<file path="config.mk">
export PLATFORM = sky130hd
export DESIGN_NAME = lfo_tremolo_gate_top
export DESIGN_NICKNAME = d
export VERILOG_FILES = /design/src/rtl/lfo_trem_pkg.sv /design/src/rtl/lfo_tremolo_gate_top.sv
export SDC_FILE = /design/constraint.sdc
export NUM_CORES = 2
export LEC_CHECK = 0
export BUFFER_PORTS_ARGS = -buffer_cell sky130_fd_sc_hd__buf_2
export CAP_MARGIN = 20
export CORE_MARGIN = 2
export CORE_UTILIZATION = 40
export CTS_CLUSTER_DIAMETER = 40
export DETAILED_ROUTE_END_ITERATION = 6
export HOLD_SLACK_MARGIN = 0.08
export PLACE_DENSITY_LB_ADDON = 0.12
export SLEW_MARGIN = 20
export SYNTH_ARGS = -nofsm -noshare
export SYNTH_HDL_FRONTEND = slang
export SYNTH_SLANG_ARGS = --single-unit
</file>
<file path="constraint.sdc">
create_clock -name clock -period 14.65 [get_ports clock]
set_clock_uncertainty 0.1 [all_clocks]
set_input_delay 2.93 -clock clock [delete_from_list [all_inputs] [get_ports clock]]
set_output_delay 2.93 -clock clock [all_outputs]
set_load 0.005 [all_outputs]
</file>
<file path="src/rtl/lfo_trem_pkg.sv">
// Package for the LFO tremolo gate: widths, register indexes and the sine table.
// Used by lfo_tremolo_gate_top; depends on nothing else.
package lfo_trem_pkg;

   localparam int PHASE_BITS      = 32;
   localparam int SAMPLE_BITS     = 24;
   localparam int SINE_TABLE_BITS = 10;
   localparam int QUARTER_BITS    = SINE_TABLE_BITS - 2;
   localparam int QUARTER         = 1 << QUARTER_BITS;
   localparam int MAG_BITS        = 15;
   localparam int GAIN_BITS       = 17;
   localparam int PROD_BITS       = SAMPLE_BITS + GAIN_BITS;
   localparam int SHIFT_BITS      = PROD_BITS - 15;
   localparam int CSR_DATA_BITS   = 32;
   localparam int CSR_INDEX_BITS  = 2;

   localparam logic [31:0] MIN_ACTIVE_STEP_RESET = 32'd13422;
   localparam logic signed [GAIN_BITS-1:0] GAIN_UNITY = GAIN_BITS'(32768);

   typedef enum logic [CSR_INDEX_BITS-1:0] {
      CSR_PHASE_STEP      = 2'd0,
      CSR_MIN_ACTIVE_STEP = 2'd1,
      CSR_WIDTH_THRESHOLD = 2'd2,
      CSR_SQUARE_MODE     = 2'd3
   } csr_index_type;

   typedef logic [MAG_BITS-1:0] sine_rom_type [QUARTER];

   // quarter-wave magnitude in Q0.15 for position k of 0..QUARTER
   function automatic logic [MAG_BITS-1:0] sine_mag(input int k);
      logic [63:0] u;
      logic [63:0] u2;
      logic [63:0] t;
      logic [63:0] s16;
      logic [63:0] mag;
      u   = 64'(k) << (18 - SINE_TABLE_BITS);
      u2  = (u * u) >> 16;
      t   = (64'd307 * u2) >> 16;
      t   = ((64'd5223 - t) * u2) >> 16;
      t   = ((64'd42334 - t) * u2) >> 16;
      s16 = ((64'd102944 - t) * u) >> 16;
      mag = (s16 + 64'd1) >> 1;
      if (mag > 64'd32767) begin
         mag = 64'd32767;
      end
      return mag[MAG_BITS-1:0];
   endfunction

   function automatic sine_rom_type build_sine_rom();
      sine_rom_type rom;
      for (int i = 0; i < QUARTER; i++) begin
         rom[i] = sine_mag(i);
      end
      return rom;
   endfunction

   localparam sine_rom_type SINE_ROM = build_sine_rom();
   localparam logic [MAG_BITS-1:0] SINE_PEAK = sine_mag(QUARTER);

endpackage

</file>
<file path="src/rtl/lfo_tremolo_gate_top.sv">
// LFO tremolo gate top: phase accumulator, quarter-wave sine lookup, threshold
// gating, gain multiply, rounding, saturation, bypass. Uses lfo_trem_pkg.
//
//   channel   dir   handshake          payload
//   req_      in    tvalid / tready    tdata[23:0] sample_in
//   rsp_      out   tvalid / tready    tdata[23:0] sample_out
//   csr_      in    we                 index[1:0], wdata[31:0]
//
// One request per cycle unless stalled; input register, then result register.
// The critical path is the sine table read, the 24x17 multiply and saturation.
// Reset is synchronous: phase to zero, registers to defaults, both stages empty.
// A stalled result holds in the result register while one more request fills
// the input register.
module lfo_tremolo_gate_top
   import lfo_trem_pkg::*;
(
   input  logic                      clock,
   input  logic                      reset,
   input  logic                      req_tvalid,
   output logic                      req_tready,
   input  logic [SAMPLE_BITS-1:0]    req_tdata,   // [23:0] sample_in
   output logic                      rsp_tvalid,
   input  logic                      rsp_tready,
   output logic [SAMPLE_BITS-1:0]    rsp_tdata,   // [23:0] sample_out
   input  logic                      csr_we,
   input  logic [CSR_INDEX_BITS-1:0] csr_index,
   input  logic [CSR_DATA_BITS-1:0]  csr_wdata
);

   logic [31:0]           phase_step_ff;
   logic [31:0]           min_active_step_ff;
   logic [MAG_BITS-1:0]   width_threshold_ff;
   logic                  square_mode_ff;

   logic [PHASE_BITS-1:0] phase_ff;
   logic [PHASE_BITS-1:0] phase_in;
   logic                  s1_valid_ff;
   logic signed [SAMPLE_BITS-1:0] s1_sample_ff;
   logic                  rsp_valid_ff;
   logic [SAMPLE_BITS-1:0] rsp_data_ff;
   logic [SAMPLE_BITS-1:0] rsp_data_in;

   logic req_accept;
   logic s1_move;

   logic [SINE_TABLE_BITS-1:0] sine_idx;
   logic [1:0]                 quad;
   logic [QUARTER_BITS:0]      kpos;
   logic [MAG_BITS-1:0]        mag;
   logic signed [GAIN_BITS-1:0] sine_val;
   logic signed [GAIN_BITS-1:0] gain;
   logic                       active;
   logic signed [PROD_BITS-1:0] product;
   logic signed [PROD_BITS-1:0] rounded;
   logic signed [SHIFT_BITS-1:0] scaled;

   localparam logic signed [SHIFT_BITS-1:0] SAT_MAX =
      SHIFT_BITS'((64'sd1 <<< (SAMPLE_BITS - 1)) - 64'sd1);
   localparam logic signed [SHIFT_BITS-1:0] SAT_MIN =
      SHIFT_BITS'(-(64'sd1 <<< (SAMPLE_BITS - 1)));

   // configuration registers
   always_ff @(posedge clock) begin
      if (reset) begin
         phase_step_ff      <= '0;
         min_active_step_ff <= MIN_ACTIVE_STEP_RESET;
         width_threshold_ff <= '0;
         square_mode_ff     <= 1'b0;
      end else if (csr_we) begin
         case (csr_index_type'(csr_index))
            CSR_PHASE_STEP:      phase_step_ff      <= csr_wdata[31:0];
            CSR_MIN_ACTIVE_STEP: min_active_step_ff <= csr_wdata[31:0];
            CSR_WIDTH_THRESHOLD: width_threshold_ff <= csr_wdata[MAG_BITS-1:0];
            CSR_SQUARE_MODE:     square_mode_ff     <= csr_wdata[0];
            default: ;
         endcase
      end
   end

   assign s1_move    = s1_valid_ff && (!rsp_valid_ff || rsp_tready);
   assign req_tready = !s1_valid_ff || s1_move;
   assign req_accept = req_tvalid && req_tready;
   assign phase_in   = phase_ff + PHASE_BITS'(phase_step_ff);

   // phase advances with every request; the input stage sees the new phase
   always_ff @(posedge clock) begin
      if (reset) begin
         phase_ff     <= '0;
         s1_valid_ff  <= 1'b0;
         rsp_valid_ff <= 1'b0;
      end else begin
         if (req_accept) begin
            phase_ff <= phase_in;
         end
         if (req_accept) begin
            s1_valid_ff <= 1'b1;
         end else if (s1_move) begin
            s1_valid_ff <= 1'b0;
         end
         if (s1_move) begin
            rsp_valid_ff <= 1'b1;
         end else if (rsp_tready) begin
            rsp_valid_ff <= 1'b0;
         end
      end
   end

   always_ff @(posedge clock) begin
      if (req_accept) begin
         s1_sample_ff <= req_tdata;
      end
      if (s1_move) begin
         rsp_data_ff <= rsp_data_in;
      end
   end

   // sine from the quarter-wave table
   always_comb begin
      sine_idx = phase_ff[PHASE_BITS-1 -: SINE_TABLE_BITS];
      quad     = sine_idx[SINE_TABLE_BITS-1 -: 2];
      if (quad[0]) begin
         kpos = (QUARTER_BITS+1)'(QUARTER) - {1'b0, sine_idx[QUARTER_BITS-1:0]};
      end else begin
         kpos = {1'b0, sine_idx[QUARTER_BITS-1:0]};
      end
      if (kpos[QUARTER_BITS]) begin
         mag = SINE_PEAK;
      end else begin
         mag = SINE_ROM[kpos[QUARTER_BITS-1:0]];
      end
      if (quad[1]) begin
         sine_val = -$signed({2'b00, mag});
      end else begin
         sine_val = $signed({2'b00, mag});
      end
   end

   // gain, multiply, round, saturate; pass the sample through when inactive
   always_comb begin
      active = phase_step_ff > min_active_step_ff;
      if (sine_val < $signed({2'b00, width_threshold_ff})) begin
         gain = '0;
      end else if (square_mode_ff) begin
         gain = GAIN_UNITY;
      end else begin
         gain = sine_val;
      end
      product = PROD_BITS'(s1_sample_ff) * PROD_BITS'(gain);
      rounded = product + PROD_BITS'(16384);
      scaled  = rounded[PROD_BITS-1:15];
      if (!active) begin
         rsp_data_in = s1_sample_ff;
      end else if (scaled > SAT_MAX) begin
         rsp_data_in = SAT_MAX[SAMPLE_BITS-1:0];
      end else if (scaled < SAT_MIN) begin
         rsp_data_in = SAT_MIN[SAMPLE_BITS-1:0];
      end else begin
         rsp_data_in = scaled[SAMPLE_BITS-1:0];
      end
   end

   assign rsp_tvalid = rsp_valid_ff;
   assign rsp_tdata  = rsp_data_ff;

   a_bypass_passes: assert property (@(posedge clock) disable iff (reset)
      s1_move && !active |=> rsp_tdata == $past(s1_sample_ff))
      else $error("bypassed sample altered");

   a_zero_gain: assert property (@(posedge clock) disable iff (reset)
      s1_move && active && gain == '0 |=> rsp_tdata == '0)
      else $error("gated sample not zero");

   a_no_overrun: assert property (@(posedge clock) disable iff (reset)
      s1_valid_ff && !s1_move |-> !req_tready)
      else $error("input stage overrun");

endmodule
</file>
## Yosys cells after proc, flatten, opt, wreduce, memory -nomap -nowiden

Memory sizes are Yosys's and may differ from the RTL's.
Cells that the tools add are included.

- Add/sub/neg operators: 4
- Shifts and indexed selects: 0
- Divide/modulo/power cells: 0
- Bitwise logic cells: 1
- Reductions and logical operators: 13
- Equal/unequal tests: 3
- Muxes and demuxes: 14
- Order comparisons: 5
- $mul: 1

Operators by type and width:

| operator | number |
|---|---|
| two-way mux 24 bit | 3 |
| two-way mux 17 bit | 3 |
| two-way mux 15 bit | 3 |
| adder 41 x 16 -> 41 bit, second input constant | 1 |
| multiplier 24 x 17 -> 41 bit | 1 |
| adder 32 bit | 1 |
| greater-than comparator 32 bit | 1 |
| greater-than comparator 26 x 24 -> 1 bit, second input constant | 1 |
| less-than comparator 26 x 24 -> 1 bit, second input constant | 1 |
| less-than comparator 17 x 16 -> 1 bit | 1 |
| negation 15 -> 17 bit | 1 |
| greater-or-equal comparator 9 bit, second input constant | 1 |
| two-way mux 9 bit | 1 |
| NOT 8 -> 9 bit | 1 |
| subtractor 9 x 8 -> 9 bit, first input constant | 1 |
| AND reduction 2 bit | 4 |
| equality test 2 bit, second input constant | 2 |
| two-way mux 1 bit | 4 |
| nonzero test 2 bit | 2 |
| equality test 2 x 1 -> 1 bit, second input constant | 1 |
| logical AND 1 bit | 2 |
| logical NOT 1 bit | 2 |
| logical NOT 2 bit | 1 |
| logical OR 1 bit | 2 |

- Input bits: 63
- RAM bits: 0
- Output and inout port bits: 26
- ROM bits: 3840
- Bits in latches: 0
- Memories: 1
- Logic and storage cells: 51
- Flip-flop bits (word level): 162

Memories:

| name | words | bits a word | rd ports | clocked after memory_dff | write ports | line | source |
|---|---|---|---|---|---|---|---|
| (name not given) | 256 | 15 | 1 | 0 | 0 | lfo_tremolo_gate_top.sv:129 | `mag = SINE_ROM[kpos[QUARTER_BITS-1:0]];` |

## Longest topological paths before layout

- Depth after elaboration: 17
- Depth in mapped cells: 64
- Gate-level depth less buffers: 56

## Least setup slack after synthesis

No wires, ideal clock.

- Path kind: reg2reg
- From: register phase_ff[23]
- To: register rsp_data_ff[19], in the netlist rsp_tdata[19] (data pin)
- Arrival time: 13641 ps
- Required time: 14370 ps
- Cell stages (with the launch flop): 61
- Slack: 729 ps
- Path buffers: 9
- Period minus slack after synthesis: 13921 ps
- Library setup time: 180 ps
- Cell sequence: dfxtp_1 > clkbuf_1 > buf_2 > inv_1 > ha_1 > buf_2 > mux2i_4 > clkbuf_1 > inv_1 > ha_1 > clkbuf_1 > clkbuf_1 > o21ai_0 > a221oi_1 > o32ai_1 > o31a_1 > a21oi_1 > ha_1 > [... 25 more ...] > ha_1 > a21o_1 > a21o_1 > a21o_1 > o2111ai_1 > nand2_1 > nand2_1 > o21ai_0 > a31oi_4 > o31ai_4 > a21bo_4 > a31o_4 > a211oi_4 > mux2i_1 > a21oi_1 > or3_4 > buf_6 > o311ai_1

- Longest elaborated chain between the ends: 17
- Elaborated cells between the ends (all ways): 19
- Classes of those cells: add/sub: 3; mul: 1; order compare: 3; mux: 10; bitwise: 1; memory: 1

RTL lines:

| item | line | source |
|---|---|---|
| start: declaration | lfo_tremolo_gate_top.sv:35 | `logic [PHASE_BITS-1:0] phase_ff;` |
| start signal: assignment | lfo_tremolo_gate_top.sv:93 | `phase_ff <= phase_in;` |
| subtractor 9 x 8 -> 9 bit | lfo_tremolo_gate_top.sv:122 | `kpos = (QUARTER_BITS+1)'(QUARTER) - {1'b0, sine_idx[QUARTER_BITS-1:0]};` |
| two-way mux 9 bit (*) | lfo_tremolo_gate_top.sv:121 | `if (quad[0]) begin` |
| NOT 8 -> 9 bit (not written as such) | lfo_tremolo_gate_top.sv:129 |  |
| memory (256 x 15 bit) | - |  |
| two-way mux 15 bit (not written as such) (2 in a row) | lfo_tremolo_gate_top.sv:129 |  |
| two-way mux 15 bit (*) | lfo_tremolo_gate_top.sv:126 | `if (kpos[QUARTER_BITS]) begin` |
| negation 15 -> 17 bit | lfo_tremolo_gate_top.sv:132 | `sine_val = -$signed({2'b00, mag});` |
| two-way mux 17 bit (*) | lfo_tremolo_gate_top.sv:131 | `if (quad[1]) begin` |
| less-than comparator 17 x 16 -> 1 bit or two-way mux 17 bit (tied branches) | lfo_tremolo_gate_top.sv:141, lfo_tremolo_gate_top.sv:143 |  |
| two-way mux 17 bit (*) | lfo_tremolo_gate_top.sv:141 | `if (sine_val < $signed({2'b00, width_threshold_ff})) begin` |
| multiplier 24 x 17 -> 41 bit (*) | lfo_tremolo_gate_top.sv:148 | `product = PROD_BITS'(s1_sample_ff) * PROD_BITS'(gain);` |
| adder 41 x 16 -> 41 bit (*) | lfo_tremolo_gate_top.sv:149 | `rounded = product + PROD_BITS'(16384);` |
| less-than comparator 26 x 24 -> 1 bit | lfo_tremolo_gate_top.sv:155 | `end else if (scaled < SAT_MIN) begin` |
| two-way mux 24 bit | lfo_tremolo_gate_top.sv:155 |  |
| two-way mux 24 bit (*) | lfo_tremolo_gate_top.sv:153 | `end else if (scaled > SAT_MAX) begin` |
| two-way mux 24 bit (*) | lfo_tremolo_gate_top.sv:151 | `if (!active) begin` |
| net rsp_data_in[19] | lfo_tremolo_gate_top.sv:41 | `logic [SAMPLE_BITS-1:0] rsp_data_in;` |
| end signal: assignment | lfo_tremolo_gate_top.sv:113 | `rsp_data_ff <= rsp_data_in;` |
| end: declaration | lfo_tremolo_gate_top.sv:40 | `logic [SAMPLE_BITS-1:0] rsp_data_ff;` |

Mark *: on every way through the listed nets, which the timed path passes. The rest lies on a longest branch. The select of a mux whose other input is x is not followed.
A chain may end at the register's enable or synchronous reset.

## Worst setup path in the final report

- From: register phase_ff[22]
- To: register rsp_data_ff[2], in the netlist rsp_tdata[2] (data pin)

The elaborated chain is that of the path after synthesis.

==> impl_summary.txt <==
----------------------------------------------------
[Clocking]
  Clock root buffer master ... sky130_fd_sc_hd__clkbuf_16
  CTS HTree Levels ... 4
  Clock buffer count from CTS ... 17
  Insertion delay of the later-clocked pin in the worst-skew pair ... 0.49 ns
  Worst-case clock buffer depth ... 2
  Clk pin slew, worst setup/hold paths ... 0.09 ns
  TritonCTS clock tree ... built
  Quantity of hold-fixing buffers added after cts ... 0
  Total clock sinks ... 162

[Global routing]
  Maximum number of pins on one net before global-route repair ... 105
  Initial antenna violation count ... 6
  Overflow left after global routing ... 0
  Total global-route track usage ... 0.288
  Via count of the first global-routing pass ... 26800
  First-pass GRT wire length ... 164 mm

[Timing]
  Slew Limit Headroom ... 0.184
  Shortest clock period the worst path allows after layout ... 13.93 ns
  Final hold vios ... 0
  Transition time of the tightest slew-check pin ... 1.22 ns
  Crit share post-route ... 0.951
  Final critical-path setup slack ... 0.722 ns
  Final count of pins violating max slew ... 0
  Final setup viols ... 0
  Upper clock frequency limit ... 71.8 MHz

[Critical path]
  Cell at the slowest stage of the critical path ... sky130_fd_sc_hd__fa_1
  Largest stage delay on the critical path ... 0.55 ns
  Path type of the worst setup path ... reg -> reg
  Critical Path Sink Type ... register
  Required time worst endpoint ... 14.75 ns
  Maximum net fanout on the critical path ... 15
  Worst setup SP type ... register
  Crit path arrival time ... 14.03 ns

[Floorplanning]
  Die area ... 74300 µm²
  Die width ... 272 µm
  Ports placed on the boundary ... 89
  Std-Cell Core Area ... 71500 µm²
  Core Rows ... 98
  Die H ... 272 µm
  Starting utilization of the core area ... 0.403

[Synthesis]
  Post-synthesis average cell area ... 8.31 µm²
  Seq/Total Area, Yosys ... 0.129
  Number of unique standard cell types used by synthesis ... 113
  Count of yosys warnings during synthesis ... 0
  Prevailing post-synth register cell ... sky130_fd_sc_hd__dfxtp_1
  Post-synth EDFFs ... 48
  Post-synthesis register bit count ... 162
  Number of standard cells after synthesis ... 3472
  Asr flop ratio synth ... 0
  Cell area after synthesis ... 28800 µm²

[Power and ir drop]
  Worst IR drop on VDD ... 0.223 mV
  Power per unit of standard cell area ... 137 nW/µm²
  Power after layout ... 4.29 mW
  Leakage power total ... 14.3 nW

[Route]
  Routed via count ... 25600
  Sum of routed wire length over all layers ... 105 mm
  Number of iterations in the first detailed-routing pass ... 6
  Remaining antenna violation count ... 0
  Per-cell via count in the routed design ... 5.74
  DRC violation count after routing ... 0
  Average detailed-routed wire length per instance ... 23.5 µm
  Iteration-0 DRC Markers ... 2449

[Min path]
  Worst hold path class ... reg -> reg

[Placed design]
  Post-placement setup slack ... 0.421 ns
  Half-perimeter wire length after placement ... 80.1 mm
  Cell area after placement ... 30500 µm²
  # port buffers ... 88
  Placer congestion estimate ... 1.00

[Layout]
  Area growth, synth to finish ... 8.50%
  Filler cell count ... 7214
  Final Cell Area ... 31300 µm²
  Final net count ... 4154
  Fraction of layout cells with a size suffix above 1 ... 0.0943
  Final core area utilization ... 0.438

[Run]
  Max-cap viol count ... 0

[Outcome]
  Result of the run ... finished clean

----------------------------------------------------
-- sequential cells by signal, summed over array words and instances, names as in the netlist --
name                cells
min_active_step_ff     32
phase_ff               32
phase_step_ff          32
rsp_tdata              24
s1_sample_ff           24
width_threshold_ff     15
rsp_tvalid              1
s1_valid_ff             1
square_mode_ff          1
-- layout make-up --
class	instances	area (µm²)	area share
Antenna cell	3	7.51	0.000240
Clock buffer	17	425	0.0136
Clock inverter	15	199	0.00636
Inverter	492	1850	0.0591
Multi-Input combinational cell	2600	22300	0.714
Sequential cell	162	3730	0.119
Tap cell	950	1190	0.0380
Timing Repair Buffer	225	1540	0.0493
-- worst max-delay path, delay by kind of cell (launching register included) --
kind,cells,cell delay [ns]
compound gates,25,5.26
xor+xnor,1,0.23
fa+ha+maj,10,4.42
simple gates,8,1.51
buf+inv,11,1.58
mux,1,0.13
flops,1,0.33
-- power by group --
group | switching [mW] | leakage (nW) | internal (mW)
Sequential | 0.0344 | 1.39 | 0.561
Clock | 0.248 | 0.302 | 0.237
Combinational | 1.96 | 12.6 | 1.24
Total | 2.25 | 14.3 | 2.04
-- through the flow --
step	instances	setup TNS [ns]	hold slack, ns
2_1_floorplan	3494	0	0.336
3_3_place_gp	4424	0	0.342
3_5_place_dp	4425	0	0.347
4_1_cts	4457	0	0.359
5_1_grt	4461	-0.00725	0.377
6_report	4464	0	0.357
-- Yosys cell counts (57+ instances only) --
cell	instances	area share
sky130_fd_sc_hd__clkbuf_1	140	0.018
sky130_fd_sc_hd__o21ai_0	110	0.019
sky130_fd_sc_hd__nor2_1	133	0.017
sky130_fd_sc_hd__ha_1	191	0.083
sky130_fd_sc_hd__buf_2	66	0.011
sky130_fd_sc_hd__dfxtp_1	114	0.079
sky130_fd_sc_hd__fa_1	402	0.28
sky130_fd_sc_hd__a21oi_1	219	0.038
sky130_fd_sc_hd__nand2_1	482	0.063
sky130_fd_sc_hd__xnor2_1	57	0.017
sky130_fd_sc_hd__inv_1	486	0.063
sky130_fd_sc_hd__and2_1	190	0.041
-- layer usage --
layer  track usage  wire [µm]  vias up
li1              -          -    11600
met1         0.388      45300    12800
met2         0.469      48400     1007
met3        0.0550       7460      210
met4        0.0904       3500       10
met5             0         62        -
-- cell usage in the layout, fill, tap and decap left out, types with 27 or more instances in the layout --
master and count:
sky130_fd_sc_hd__dfxtp_1 111, sky130_fd_sc_hd__ha_1 189, sky130_fd_sc_hd__nand2b_1 42, sky130_fd_sc_hd__fa_1 402
sky130_fd_sc_hd__a211oi_1 27, sky130_fd_sc_hd__o211ai_1 36, sky130_fd_sc_hd__inv_1 485, sky130_fd_sc_hd__buf_4 131
sky130_fd_sc_hd__a21oi_1 219, sky130_fd_sc_hd__buf_2 87, sky130_fd_sc_hd__nor2b_1 44, sky130_fd_sc_hd__and2_1 190
sky130_fd_sc_hd__a21o_1 35, sky130_fd_sc_hd__nor2_1 132, sky130_fd_sc_hd__nand2_1 482, sky130_fd_sc_hd__edfxtp_1 48
sky130_fd_sc_hd__o21ai_0 108, sky130_fd_sc_hd__nor3_1 55, sky130_fd_sc_hd__xnor2_1 56, sky130_fd_sc_hd__nand3_1 37
-- logic make-up after synthesis --
logic type      share of synthesized area
simple gates                        0.194
compound gates                      0.177
buf+inv                             0.103
fa+ha+maj                           0.362
flops                               0.129
xor+xnor                           0.0252
mux                               0.00902
other cells                      0.000260
-- timing repair --
item | 4_1_cts | 5_1_grt
gates resized for setup | 0 | 19
setup endpoints to repair | 0 | 24
buffers inserted | 0 | 2
-- worst paths after layout --
kind / startpoint / to / slack [ns] / depth (start not counted)
setup / recovery: phase_ff[22]$_SDFFE_PP0P_ / rsp_tdata[2]$_DFFE_PP_ / 0.72 / 56
hold / removal: min_active_step_ff[21]$_SDFFE_PP0P_ / min_active_step_ff[21]$_SDFFE_PP0P_ / 0.36 / 2
setup reg to reg: phase_ff[22]$_SDFFE_PP0P_ / rsp_tdata[2]$_DFFE_PP_ / 0.72 / 56
hold reg to reg: min_active_step_ff[21]$_SDFFE_PP0P_ / min_active_step_ff[21]$_SDFFE_PP0P_ / 0.36 / 2
No activity file was read; power rests on OpenSTA's default activity.
